File: src/rtl/abe_pkg.sv
package abe_pkg;

  // Operation of one parsed line, settled by the front end.
  typedef enum logic [2:0] {
    OP_ADD,
    OP_SUB,
    OP_MUL,
    OP_DIV,
    OP_MOD,
    OP_BAD
  } op_e;

  typedef enum logic [1:0] {
    ST_OK    = 2'd0,
    ST_DIV0  = 2'd1,
    ST_MOD0  = 2'd2,
    ST_BADOP = 2'd3
  } status_e;

  // Control part of one job handed from the parser to the execution unit.
  typedef struct packed {
    op_e op;
  } job_ctl_t;

endpackage

File: src/rtl/ascii_binary_expression_evaluator_top.sv
// Channel  | Direction | Handshake         | Beat payload
// ---------+-----------+-------------------+---------------------------------
// input    | in        | push / full       | char_code_i (8b, 0 ends a line)
// result   | out       | pop / empty       | value_o (32b signed), status_o (2b)
//
// A character beat is taken whenever push is high and full is low; the parser never stalls on its own.
// A line's end hands a job to a two-deep queue; full rises only when two jobs wait.
// Execution: + - unknown and zero divisor go straight to the result stage, * runs
// a shift-add multiplier (one bit a cycle), / and % a restoring divider (one bit
// a cycle), then a sign fix-up step.
// Reset is asynchronous, active low, and returns the parser to the leading-space
// phase with empty queue and no pending result; no clearing pass follows.
// A result held for pop stalls the execution unit; once two jobs wait behind it,
// full rises and holds the input side too.
module ascii_binary_expression_evaluator_top import abe_pkg::*; #(
  parameter int DATA_WIDTH = 32
) (
  input  logic               clk_i,
  input  logic               rst_ni,
  input  logic               push,
  input  logic [7:0]         char_code_i,
  output logic               full,
  output logic               empty,
  input  logic               pop,
  output logic signed [31:0] value_o,
  output logic [1:0]         status_o
);

  localparam int VALUE_W = 32;
  localparam int JOB_W   = 2 * DATA_WIDTH + $bits(job_ctl_t);

  logic                  char_valid;
  logic                  fe_valid;
  job_ctl_t              fe_ctl;
  logic [DATA_WIDTH-1:0] fe_a, fe_b;

  logic                  q_valid, q_pop;
  logic [JOB_W-1:0]      q_rdata;
  job_ctl_t              q_ctl;
  logic [DATA_WIDTH-1:0] q_a, q_b;

  logic                  res_valid;
  logic [DATA_WIDTH-1:0] res_value;
  status_e               res_status;

  // accept a character beat only while the job queue has room
  assign char_valid = push && !full;

  abe_front #(
    .DATA_WIDTH (DATA_WIDTH)
  ) u_front (
    .clk_i        (clk_i),
    .rst_ni       (rst_ni),
    .char_valid_i (char_valid),
    .char_code_i  (char_code_i),
    .job_valid_o  (fe_valid),
    .job_ctl_o    (fe_ctl),
    .job_a_o      (fe_a),
    .job_b_o      (fe_b)
  );

  abe_queue #(
    .WIDTH (JOB_W)
  ) u_queue (
    .clk_i   (clk_i),
    .rst_ni  (rst_ni),
    .push_i  (fe_valid),
    .wdata_i ({fe_ctl, fe_a, fe_b}),
    .full_o  (full),
    .pop_i   (q_pop),
    .valid_o (q_valid),
    .rdata_o (q_rdata)
  );

  assign {q_ctl, q_a, q_b} = q_rdata;

  abe_back #(
    .DATA_WIDTH (DATA_WIDTH)
  ) u_back (
    .clk_i        (clk_i),
    .rst_ni       (rst_ni),
    .job_valid_i  (q_valid),
    .job_ctl_i    (q_ctl),
    .job_a_i      (q_a),
    .job_b_i      (q_b),
    .job_pop_o    (q_pop),
    .out_valid_o  (res_valid),
    .out_pop_i    (pop && res_valid),
    .out_value_o  (res_value),
    .out_status_o (res_status)
  );

  // low 32 bits of the result; narrower data widths zero-extend
  assign empty    = !res_valid;
  assign value_o  = VALUE_W'(res_value);
  assign status_o = res_status;

endmodule

File: src/rtl/abe_front.sv
module abe_front import abe_pkg::*; #(
  parameter int DATA_WIDTH = 32
) (
  input  logic                  clk_i,
  input  logic                  rst_ni,
  input  logic                  char_valid_i,
  input  logic [7:0]            char_code_i,
  output logic                  job_valid_o,
  output job_ctl_t              job_ctl_o,
  output logic [DATA_WIDTH-1:0] job_a_o,
  output logic [DATA_WIDTH-1:0] job_b_o
);

  localparam logic [7:0] CH_NUL   = 8'h00;
  localparam logic [7:0] CH_SPACE = 8'h20;
  localparam logic [7:0] CH_PLUS  = 8'h2B;
  localparam logic [7:0] CH_MINUS = 8'h2D;
  localparam logic [7:0] CH_STAR  = 8'h2A;
  localparam logic [7:0] CH_SLASH = 8'h2F;
  localparam logic [7:0] CH_PCT   = 8'h25;
  localparam logic [7:0] CH_0     = 8'h30;
  localparam logic [7:0] CH_9     = 8'h39;

  localparam logic [2:0] PH_LEAD  = 3'd0;
  localparam logic [2:0] PH_DIG1  = 3'd1;
  localparam logic [2:0] PH_PREOP = 3'd2;
  localparam logic [2:0] PH_LEAD2 = 3'd3;
  localparam logic [2:0] PH_DIG2  = 3'd4;
  localparam logic [2:0] PH_REST  = 3'd5;

  logic [2:0]            phase_q, phase_d;
  logic [DATA_WIDTH-1:0] first_q, first_d;
  logic [DATA_WIDTH-1:0] second_q, second_d;
  logic                  neg_q, neg_d;
  logic [7:0]            opc_q, opc_d;

  logic                  is_space, is_sign, is_digit, is_lead;
  logic [DATA_WIDTH-1:0] digit;
  logic [DATA_WIDTH-1:0] first_next, second_next;
  logic [DATA_WIDTH-1:0] first_signed, second_signed;

  assign is_space = (char_code_i == CH_SPACE);
  assign is_sign  = (char_code_i == CH_PLUS) || (char_code_i == CH_MINUS);
  assign is_digit = (char_code_i >= CH_0) && (char_code_i <= CH_9);
  assign is_lead  = (phase_q == PH_LEAD);
  assign digit    = DATA_WIDTH'(char_code_i[3:0]);

  // acc * 10 + digit as two shifts and two adds
  assign first_next  = (first_q << 3) + (first_q << 1) + digit;
  assign second_next = (second_q << 3) + (second_q << 1) + digit;

  assign first_signed  = neg_q ? (DATA_WIDTH'(0) - first_q) : first_q;
  assign second_signed = neg_q ? (DATA_WIDTH'(0) - second_q) : second_q;

  assign job_a_o = first_q;
  assign job_b_o = second_signed;

  // Classify the line: an operator never reached counts as unknown.
  always_comb begin
    if (phase_q == PH_LEAD || phase_q == PH_DIG1 || phase_q == PH_PREOP) begin
      job_ctl_o.op = OP_BAD;
    end else begin
      unique case (opc_q)
        CH_PLUS:  job_ctl_o.op = OP_ADD;
        CH_MINUS: job_ctl_o.op = OP_SUB;
        CH_STAR:  job_ctl_o.op = OP_MUL;
        CH_SLASH: job_ctl_o.op = OP_DIV;
        CH_PCT:   job_ctl_o.op = OP_MOD;
        default:  job_ctl_o.op = OP_BAD;
      endcase
    end
  end

  always_comb begin
    phase_d     = phase_q;
    first_d     = first_q;
    second_d    = second_q;
    neg_d       = neg_q;
    opc_d       = opc_q;
    job_valid_o = 1'b0;
    if (char_valid_i) begin
      if (char_code_i == CH_NUL) begin
        job_valid_o = 1'b1;
        phase_d     = PH_LEAD;
        first_d     = '0;
        second_d    = '0;
        neg_d       = 1'b0;
        opc_d       = '0;
      end else begin
        unique case (phase_q)
          PH_LEAD, PH_DIG1: begin
            priority if (is_lead && is_space) begin
              phase_d = phase_q;
            end else if (is_lead && is_sign) begin
              neg_d   = (char_code_i == CH_MINUS);
              phase_d = PH_DIG1;
            end else if (is_digit) begin
              first_d = first_next;
              phase_d = PH_DIG1;
            end else if (is_space) begin
              first_d = first_signed;
              neg_d   = 1'b0;
              phase_d = PH_PREOP;
            end else begin
              first_d = first_signed;
              neg_d   = 1'b0;
              opc_d   = char_code_i;
              phase_d = PH_LEAD2;
            end
          end
          PH_PREOP: begin
            if (!is_space) begin
              opc_d   = char_code_i;
              phase_d = PH_LEAD2;
            end
          end
          PH_LEAD2: begin
            priority if (is_space) begin
              phase_d = phase_q;
            end else if (is_sign) begin
              neg_d   = (char_code_i == CH_MINUS);
              phase_d = PH_DIG2;
            end else if (is_digit) begin
              second_d = second_next;
              phase_d  = PH_DIG2;
            end else begin
              phase_d = PH_REST;
            end
          end
          PH_DIG2: begin
            if (is_digit) begin
              second_d = second_next;
            end else begin
              phase_d = PH_REST;
            end
          end
          default: phase_d = PH_REST;
        endcase
      end
    end
  end

  always_ff @(posedge clk_i or negedge rst_ni) begin
    if (!rst_ni) begin
      phase_q  <= PH_LEAD;
      first_q  <= '0;
      second_q <= '0;
      neg_q    <= 1'b0;
      opc_q    <= '0;
    end else begin
      phase_q  <= phase_d;
      first_q  <= first_d;
      second_q <= second_d;
      neg_q    <= neg_d;
      opc_q    <= opc_d;
    end
  end

endmodule

File: src/rtl/abe_queue.sv
module abe_queue #(
  parameter int WIDTH = 8
) (
  input  logic             clk_i,
  input  logic             rst_ni,
  input  logic             push_i,
  input  logic [WIDTH-1:0] wdata_i,
  output logic             full_o,
  input  logic             pop_i,
  output logic             valid_o,
  output logic [WIDTH-1:0] rdata_o
);

  // Depth is a power of two so the pointers wrap on their own.
  localparam int DEPTH = 2;
  localparam int PTR_W = $clog2(DEPTH);
  localparam int CNT_W = $clog2(DEPTH + 1);

  logic [WIDTH-1:0] slot_q [DEPTH];
  logic [PTR_W-1:0] wptr_q, rptr_q;
  logic [CNT_W-1:0] cnt_q;
  logic             do_push, do_pop;

  assign full_o  = (cnt_q == CNT_W'(DEPTH));
  assign valid_o = (cnt_q != '0);
  assign rdata_o = slot_q[rptr_q];
  assign do_push = push_i && !full_o;
  assign do_pop  = pop_i && valid_o;

  always_ff @(posedge clk_i) begin
    if (do_push) begin
      slot_q[wptr_q] <= wdata_i;
    end
  end

  always_ff @(posedge clk_i or negedge rst_ni) begin
    if (!rst_ni) begin
      wptr_q <= '0;
      rptr_q <= '0;
      cnt_q  <= '0;
    end else begin
      if (do_push) begin
        wptr_q <= wptr_q + PTR_W'(1);
      end
      if (do_pop) begin
        rptr_q <= rptr_q + PTR_W'(1);
      end
      if (do_push && !do_pop) begin
        cnt_q <= cnt_q + CNT_W'(1);
      end else if (do_pop && !do_push) begin
        cnt_q <= cnt_q - CNT_W'(1);
      end
    end
  end

endmodule

File: src/rtl/abe_back.sv
module abe_back import abe_pkg::*; #(
  parameter int DATA_WIDTH = 32
) (
  input  logic                  clk_i,
  input  logic                  rst_ni,
  input  logic                  job_valid_i,
  input  job_ctl_t              job_ctl_i,
  input  logic [DATA_WIDTH-1:0] job_a_i,
  input  logic [DATA_WIDTH-1:0] job_b_i,
  output logic                  job_pop_o,
  output logic                  out_valid_o,
  input  logic                  out_pop_i,
  output logic [DATA_WIDTH-1:0] out_value_o,
  output status_e               out_status_o
);

  localparam int DW    = DATA_WIDTH;
  localparam int CNT_W = $clog2(DW);

  localparam logic [2:0] S_IDLE = 3'd0;
  localparam logic [2:0] S_MUL  = 3'd1;
  localparam logic [2:0] S_DIV  = 3'd2;
  localparam logic [2:0] S_SIGN = 3'd3;
  localparam logic [2:0] S_FIN  = 3'd4;

  logic [2:0]       state_q, state_d;
  logic [DW-1:0]    acc_q, acc_d;
  logic [DW-1:0]    x_q, x_d;
  logic [DW-1:0]    y_q, y_d;
  logic [DW-1:0]    rem_q, rem_d;
  logic [CNT_W-1:0] cnt_q, cnt_d;
  logic             neg_q, neg_d;
  logic             mod_q, mod_d;
  status_e          st_q, st_d;

  logic             out_valid_q;
  logic [DW-1:0]    out_value_q;
  status_e          out_status_q;
  logic             out_free, out_load;

  logic             na, nb;
  logic [DW-1:0]    ma, mb, rem_sh, sel;
  logic             ge, last;

  assign na     = job_a_i[DW-1];
  assign nb     = job_b_i[DW-1];
  assign ma     = na ? (DW'(0) - job_a_i) : job_a_i;
  assign mb     = nb ? (DW'(0) - job_b_i) : job_b_i;
  assign rem_sh = {rem_q[DW-2:0], x_q[DW-1]};
  assign ge     = (rem_sh >= y_q);
  assign last   = (cnt_q == CNT_W'(DW - 1));
  assign sel    = mod_q ? rem_q : x_q;

  assign out_free = !out_valid_q || out_pop_i;

  always_comb begin
    state_d   = state_q;
    acc_d     = acc_q;
    x_d       = x_q;
    y_d       = y_q;
    rem_d     = rem_q;
    cnt_d     = cnt_q;
    neg_d     = neg_q;
    mod_d     = mod_q;
    st_d      = st_q;
    job_pop_o = 1'b0;
    out_load  = 1'b0;
    unique case (state_q)
      S_IDLE: begin
        if (job_valid_i) begin
          job_pop_o = 1'b1;
          st_d      = ST_OK;
          acc_d     = '0;
          cnt_d     = '0;
          state_d   = S_FIN;
          unique case (job_ctl_i.op)
            OP_ADD: acc_d = job_a_i + job_b_i;
            OP_SUB: acc_d = job_a_i - job_b_i;
            OP_MUL: begin
              x_d     = job_a_i;
              y_d     = job_b_i;
              state_d = S_MUL;
            end
            OP_DIV, OP_MOD: begin
              mod_d = (job_ctl_i.op == OP_MOD);
              neg_d = (job_ctl_i.op == OP_MOD) ? na : (na ^ nb);
              x_d   = ma;
              y_d   = mb;
              rem_d = '0;
              if (job_b_i == '0) begin
                st_d = (job_ctl_i.op == OP_MOD) ? ST_MOD0 : ST_DIV0;
              end else begin
                state_d = S_DIV;
              end
            end
            default: st_d = ST_BADOP;
          endcase
        end
      end
      S_MUL: begin
        // one bit of the multiplier per cycle
        if (y_q[0]) begin
          acc_d = acc_q + x_q;
        end
        x_d   = x_q << 1;
        y_d   = y_q >> 1;
        cnt_d = cnt_q + CNT_W'(1);
        if (last) begin
          state_d = S_FIN;
        end
      end
      S_DIV: begin
        // restoring division, one quotient bit per cycle
        rem_d = ge ? (rem_sh - y_q) : rem_sh;
        x_d   = {x_q[DW-2:0], ge};
        cnt_d = cnt_q + CNT_W'(1);
        if (last) begin
          state_d = S_SIGN;
        end
      end
      S_SIGN: begin
        acc_d   = neg_q ? (DW'(0) - sel) : sel;
        state_d = S_FIN;
      end
      S_FIN: begin
        if (out_free) begin
          out_load = 1'b1;
          state_d  = S_IDLE;
        end
      end
      default: state_d = S_IDLE;
    endcase
  end

  always_ff @(posedge clk_i or negedge rst_ni) begin
    if (!rst_ni) begin
      state_q     <= S_IDLE;
      out_valid_q <= 1'b0;
    end else begin
      state_q <= state_d;
      if (out_load) begin
        out_valid_q <= 1'b1;
      end else if (out_pop_i) begin
        out_valid_q <= 1'b0;
      end
    end
  end

  always_ff @(posedge clk_i) begin
    acc_q <= acc_d;
    x_q   <= x_d;
    y_q   <= y_d;
    rem_q <= rem_d;
    cnt_q <= cnt_d;
    neg_q <= neg_d;
    mod_q <= mod_d;
    st_q  <= st_d;
    if (out_load) begin
      out_value_q  <= acc_q;
      out_status_q <= st_q;
    end
  end

  assign out_valid_o  = out_valid_q;
  assign out_value_o  = out_value_q;
  assign out_status_o = out_status_q;

endmodule
File: config.mk
export PLATFORM = sky130hd
export DESIGN_NAME = ascii_binary_expression_evaluator_top
export DESIGN_NICKNAME = d
export VERILOG_FILES = /design/src/rtl/abe_pkg.sv /design/src/rtl/ascii_binary_expression_evaluator_top.sv /design/src/rtl/abe_front.sv /design/src/rtl/abe_queue.sv /design/src/rtl/abe_back.sv
export SDC_FILE = /design/constraint.sdc
export NUM_CORES = 1
export LEC_CHECK = 0
export BUFFER_PORTS_ARGS = -buffer_cell sky130_fd_sc_hd__buf_2
export CORE_UTILIZATION = 50
export CTS_BUF_LIST = sky130_fd_sc_hd__clkbuf_4 sky130_fd_sc_hd__clkbuf_8 sky130_fd_sc_hd__clkbuf_16
export CTS_CLUSTER_DIAMETER = 100
export CTS_CLUSTER_SIZE = 25
export DETAILED_ROUTE_END_ITERATION = 16
export PLACE_DENSITY = 0.66
export SLEW_MARGIN = 20
export SYNTH_ARGS = -nofsm -noshare
export SYNTH_HDL_FRONTEND = slang
export SYNTH_SLANG_ARGS = --single-unit
File: constraint.sdc
create_clock -name clk_i -period 7.6 [get_ports clk_i]
set_clock_uncertainty 0.05 [all_clocks]
set_input_delay 1.14 -clock clk_i [delete_from_list [all_inputs] [get_ports clk_i]]
set_output_delay 1.14 -clock clk_i [all_outputs]
set_load 0.05 [all_outputs]
==> reports/summary.txt <==
Outcome = completed
Slew HR = 0.194
Max Cap Viol = 0
Routed wl met2 = 37,800 um
Cell family with most CP delay = compound AO/OA/AOI/OAI gates
Worst Hold Class = primary input to asynchronous set/reset pin
CTS Buf Count = 21
GR Util All Layers = 0.277
Crit end category = register
Bufs on Longest Clock Path = 3
Worst reg2reg path depth = 18
Fmax = 174 MHz
Post-CTS Setup Repair Bufs = 0
Routed WL per cell = 21.4 um
Finished Cell Area = 30,200 um^2
Syn_area_per_cell = 9.45 um^2
Syn Inst Count = 3,023
CP Class = register to register
Critical path fanouts, max = 43
Fin crit share = 0.754
PD cells = 420 nW/um^2
CTS clk-pin slew, worst paths = 0.10 ns
GPL Wtd Cong = 1.01
Tmin final = 5.73 ns
# rows = 87
Synth unique cells = 86
Remaining DRCs = 0
Reg power frac = 0.314
Antenna-violating nets left = 0
Worst skew pair latency = 0.57 ns
R2R Path Start = u_queue.rptr_q$_DFFE_PN0P_
RSZ-0062 raised after global routing = no
Num Clock Sinks = 389
Yosys warns = 0
Largest net degree at the start of global routing = 78
Syn Nets = 3,261
CP startpoint kind = register
Wire length on met1 = 36,400 um
Max H-tree Level = 1
Setup ws final = 1.87 ns
Most frequent cells in the layout = edfxtp_1, nand2_1, nor2_1
DR top layer = met4
First-pass GRT wire length = 125,000 um
Sw Pwr = 6.13 mW
Initial DRC Count = 1,753
CTS root buf = clkbuf_16
Cell area after placement = 29,500 um^2
Core ar. = 56,400 um^2
Clk pwr share = 0.105
TritonCTS clock tree = yes
Critical path data arrival time = 5.97 ns
Max VDD drop = 0.000219 V
IO Pins = 48
Post-synth EDFFs = 305
Sum Neg Setup Slack = 0 ns
Final setup viols = 0
Post-DP HPWL = 61,800 um
Share of layout cells above drive strength 1 = 0.0627
Most common cell after layout, fill and taps aside = edfxtp_1
Initial core utilization = 0.507
CP Cell Sequence = buf_4, nor3b_1, o21ai_0, or3_1, nand2b_1, nand2_1, xnor2_1, ha_1, a21oi_1, o211ai_1, a211o_1, a31o_2, a41oi_1, o21ai_1, a21boi_1, o21ai_0, xnor2_1, o221ai_1
Yosys reg bits = 389
Vias per cell = 6.09
CP max stage delay = 0.64 ns
Synthesis-to-layout area growth = 5.88%
Die height = 241 um
Fin. max-slew vios = 0
Ys async rst share = 0.216
CP bufs+invs = 1
Placed insts = 3,734
Final Hold Fails = 0
Via Count = 23,000
Register area share after synthesis = 0.394
Seq. cell area = 11,300 um^2
Chip width = 241 um
Area of the multi-input gates = 16,500 um^2
Worst path required time = 7.84 ns
Int Pwr = 6.58 mW
Reg-to-reg endpoint = u_back.acc_q[25]$_DFFE_PP_
Die Area = 58,100 um^2
DR pass1 iterations = 5
# resized after CTS = 0
Syn Std Cell Area = 28,600 um^2
Sw frac = 0.482
CTS Hold Buffers Added = 0
Leak = 12.5 nW
Place WS = 1.90 ns
Non-filler cells, final = 3,772
WL met3 = 3850 um
IO Port Bufs = 47
Worst Tran Pin Value = 1.21 ns
# nets final = 3,240
Initial antenna violation count = 0
CP max-delay cell = dfrtp_4
Antenna diodes = 0
Ys flop type = edfxtp_1
Gate power share = 0.581
Number of global-route vias before repair = 22,000
Reg-to-reg slack, setup = 1.87 ns
Fillers = 5,124
Overflow after GRT = 0
Pwr Total = 12.7 mW
Final wirelength = 80,600 um
[worst reg2reg max path, delay by kind of cell (launching register included)]
| family | cells | cell delay (ns) |
|---|---|---|
| xor+xnor | 2 | 0.36 |
| buf+inv | 1 | 0.52 |
| compound gates | 10 | 2.60 |
| flops | 1 | 0.64 |
| simple gates | 4 | 0.97 |
| fa+ha+maj | 1 | 0.32 |
[power groups by stage]
stage / Clock (mW) / Combinational, mW / Sequential (mW)
6_report: 1.33 / 7.38 / 3.99
5_1_grt: 1.43 / 8.09 / 4.06
4_1_cts: 1.36 / 7.30 / 3.97
3_3_place_gp: 0 / 7.16 / 4.00
3_5_place_dp: 0 / 7.26 / 4.02
2_1_floorplan: 0 / 5.33 / 3.88
[layer usage]
metal | global-route usage | vias to the layer above
met2 | 0.465 | 651
met5 | 0 | -
met4 | 0.0884 | 0
li1 | - | 11100
met1 | 0.380 | 11100
met3 | 0.0225 | 119
[through the flow]
step | hold WS (ns) | utilization
floorplan | 0.350 | -
global placement | 0.382 | 0.524
detailed placement | 0.371 | 0.524
CTS | 0.379 | 0.536
global route | 0.385 | 0.536
finish | 0.377 | 0.536
[sequential cells by signal, summed over array words and instances, names as in the netlist]
register and flops:
u_back.y_q 32, u_front.neg_q 1, u_queue.wptr_q 1, u_queue.cnt_q 2, u_back.neg_q 1, u_front.opc_q 8, u_front.second_q 32, u_back.rem_q 32
u_back.out_value_o 32, u_back.out_valid_o 1, u_front.phase_q 3, u_back.state_q 3, u_back.acc_q 32, u_back.x_q 32, u_queue.rptr_q 1, u_back.st_q 2
u_back.cnt_q 5, u_back.out_status_o 2, u_back.mod_q 1, u_front.job_a_o 32, u_queue.slot_q 134
[cells by family (layout without fill, tap and decap cells)]
group,count (synthesis),after routing,synth area share
buffers and inverters,234,227,0.0318
and+or+nand+nor,917,917,0.155
adders and majority gates,226,226,0.101
xor gates and xnor gates,286,286,0.0877
muxes,139,139,0.0499
AOI/OAI and AO/OA,832,832,0.181
DFF,389,389,0.394
[cell type report]
| type | count | area share |
|---|---|---|
| Sequential cell | 389 | 0.372 |
| Inverter | 115 | 0.0143 |
| Tap cell | 756 | 0.0313 |
| Clock inverter | 7 | 0.00240 |
| Clock buffer | 30 | 0.0202 |
| Timing Repair Buffer | 75 | 0.0152 |
| Multi-Input combinational cell | 2400 | 0.544 |
[Yosys cell counts (24+ instances only)]
cell	number	area, um^2
dfrtp_1	84	2100
nor2_1	262	983
edfxtp_1	305	9160
mux2i_1	112	1120
xor2_1	97	850
a211oi_1	26	195
o31ai_1	31	233
clkbuf_1	95	357
nand2b_1	36	225
nand3_1	70	350
or3_1	33	206
xnor2_1	189	1660
o22ai_1	29	181
mux2_2	27	304
ha_1	219	2740
o21ai_0	208	1040
a21oi_1	230	1150
nor3_1	90	450
a31oi_1	24	150
o21ai_1	32	160
inv_1	114	428
o21a_1	26	195
nand2_1	269	1010
a21o_1	79	593
o221ai_1	24	210
[worst max path at each step]
stage / from / end / slack [ns] / depth (start not counted)
after global routing: u_queue.rptr_q$_DFFE_PN0P_ / u_back.acc_q[25]$_DFFE_PP_ / 1.42 / 18
after global placement: u_queue.rptr_q$_DFFE_PN0P_ / u_back.acc_q[25]$_DFFE_PP_ / 1.98 / 18
after detailed placement: u_queue.rptr_q$_DFFE_PN0P_ / u_back.acc_q[25]$_DFFE_PP_ / 1.90 / 18
final: u_queue.rptr_q$_DFFE_PN0P_ / u_back.acc_q[25]$_DFFE_PP_ / 1.87 / 18
after floorplan: u_queue.rptr_q$_DFFE_PN0P_ / u_back.acc_q[31]$_DFFE_PP_ / 1.45 / 25
after CTS: u_queue.rptr_q$_DFFE_PN0P_ / u_back.acc_q[25]$_DFFE_PP_ / 1.87 / 18
Power figures use the tool's default switching activity.
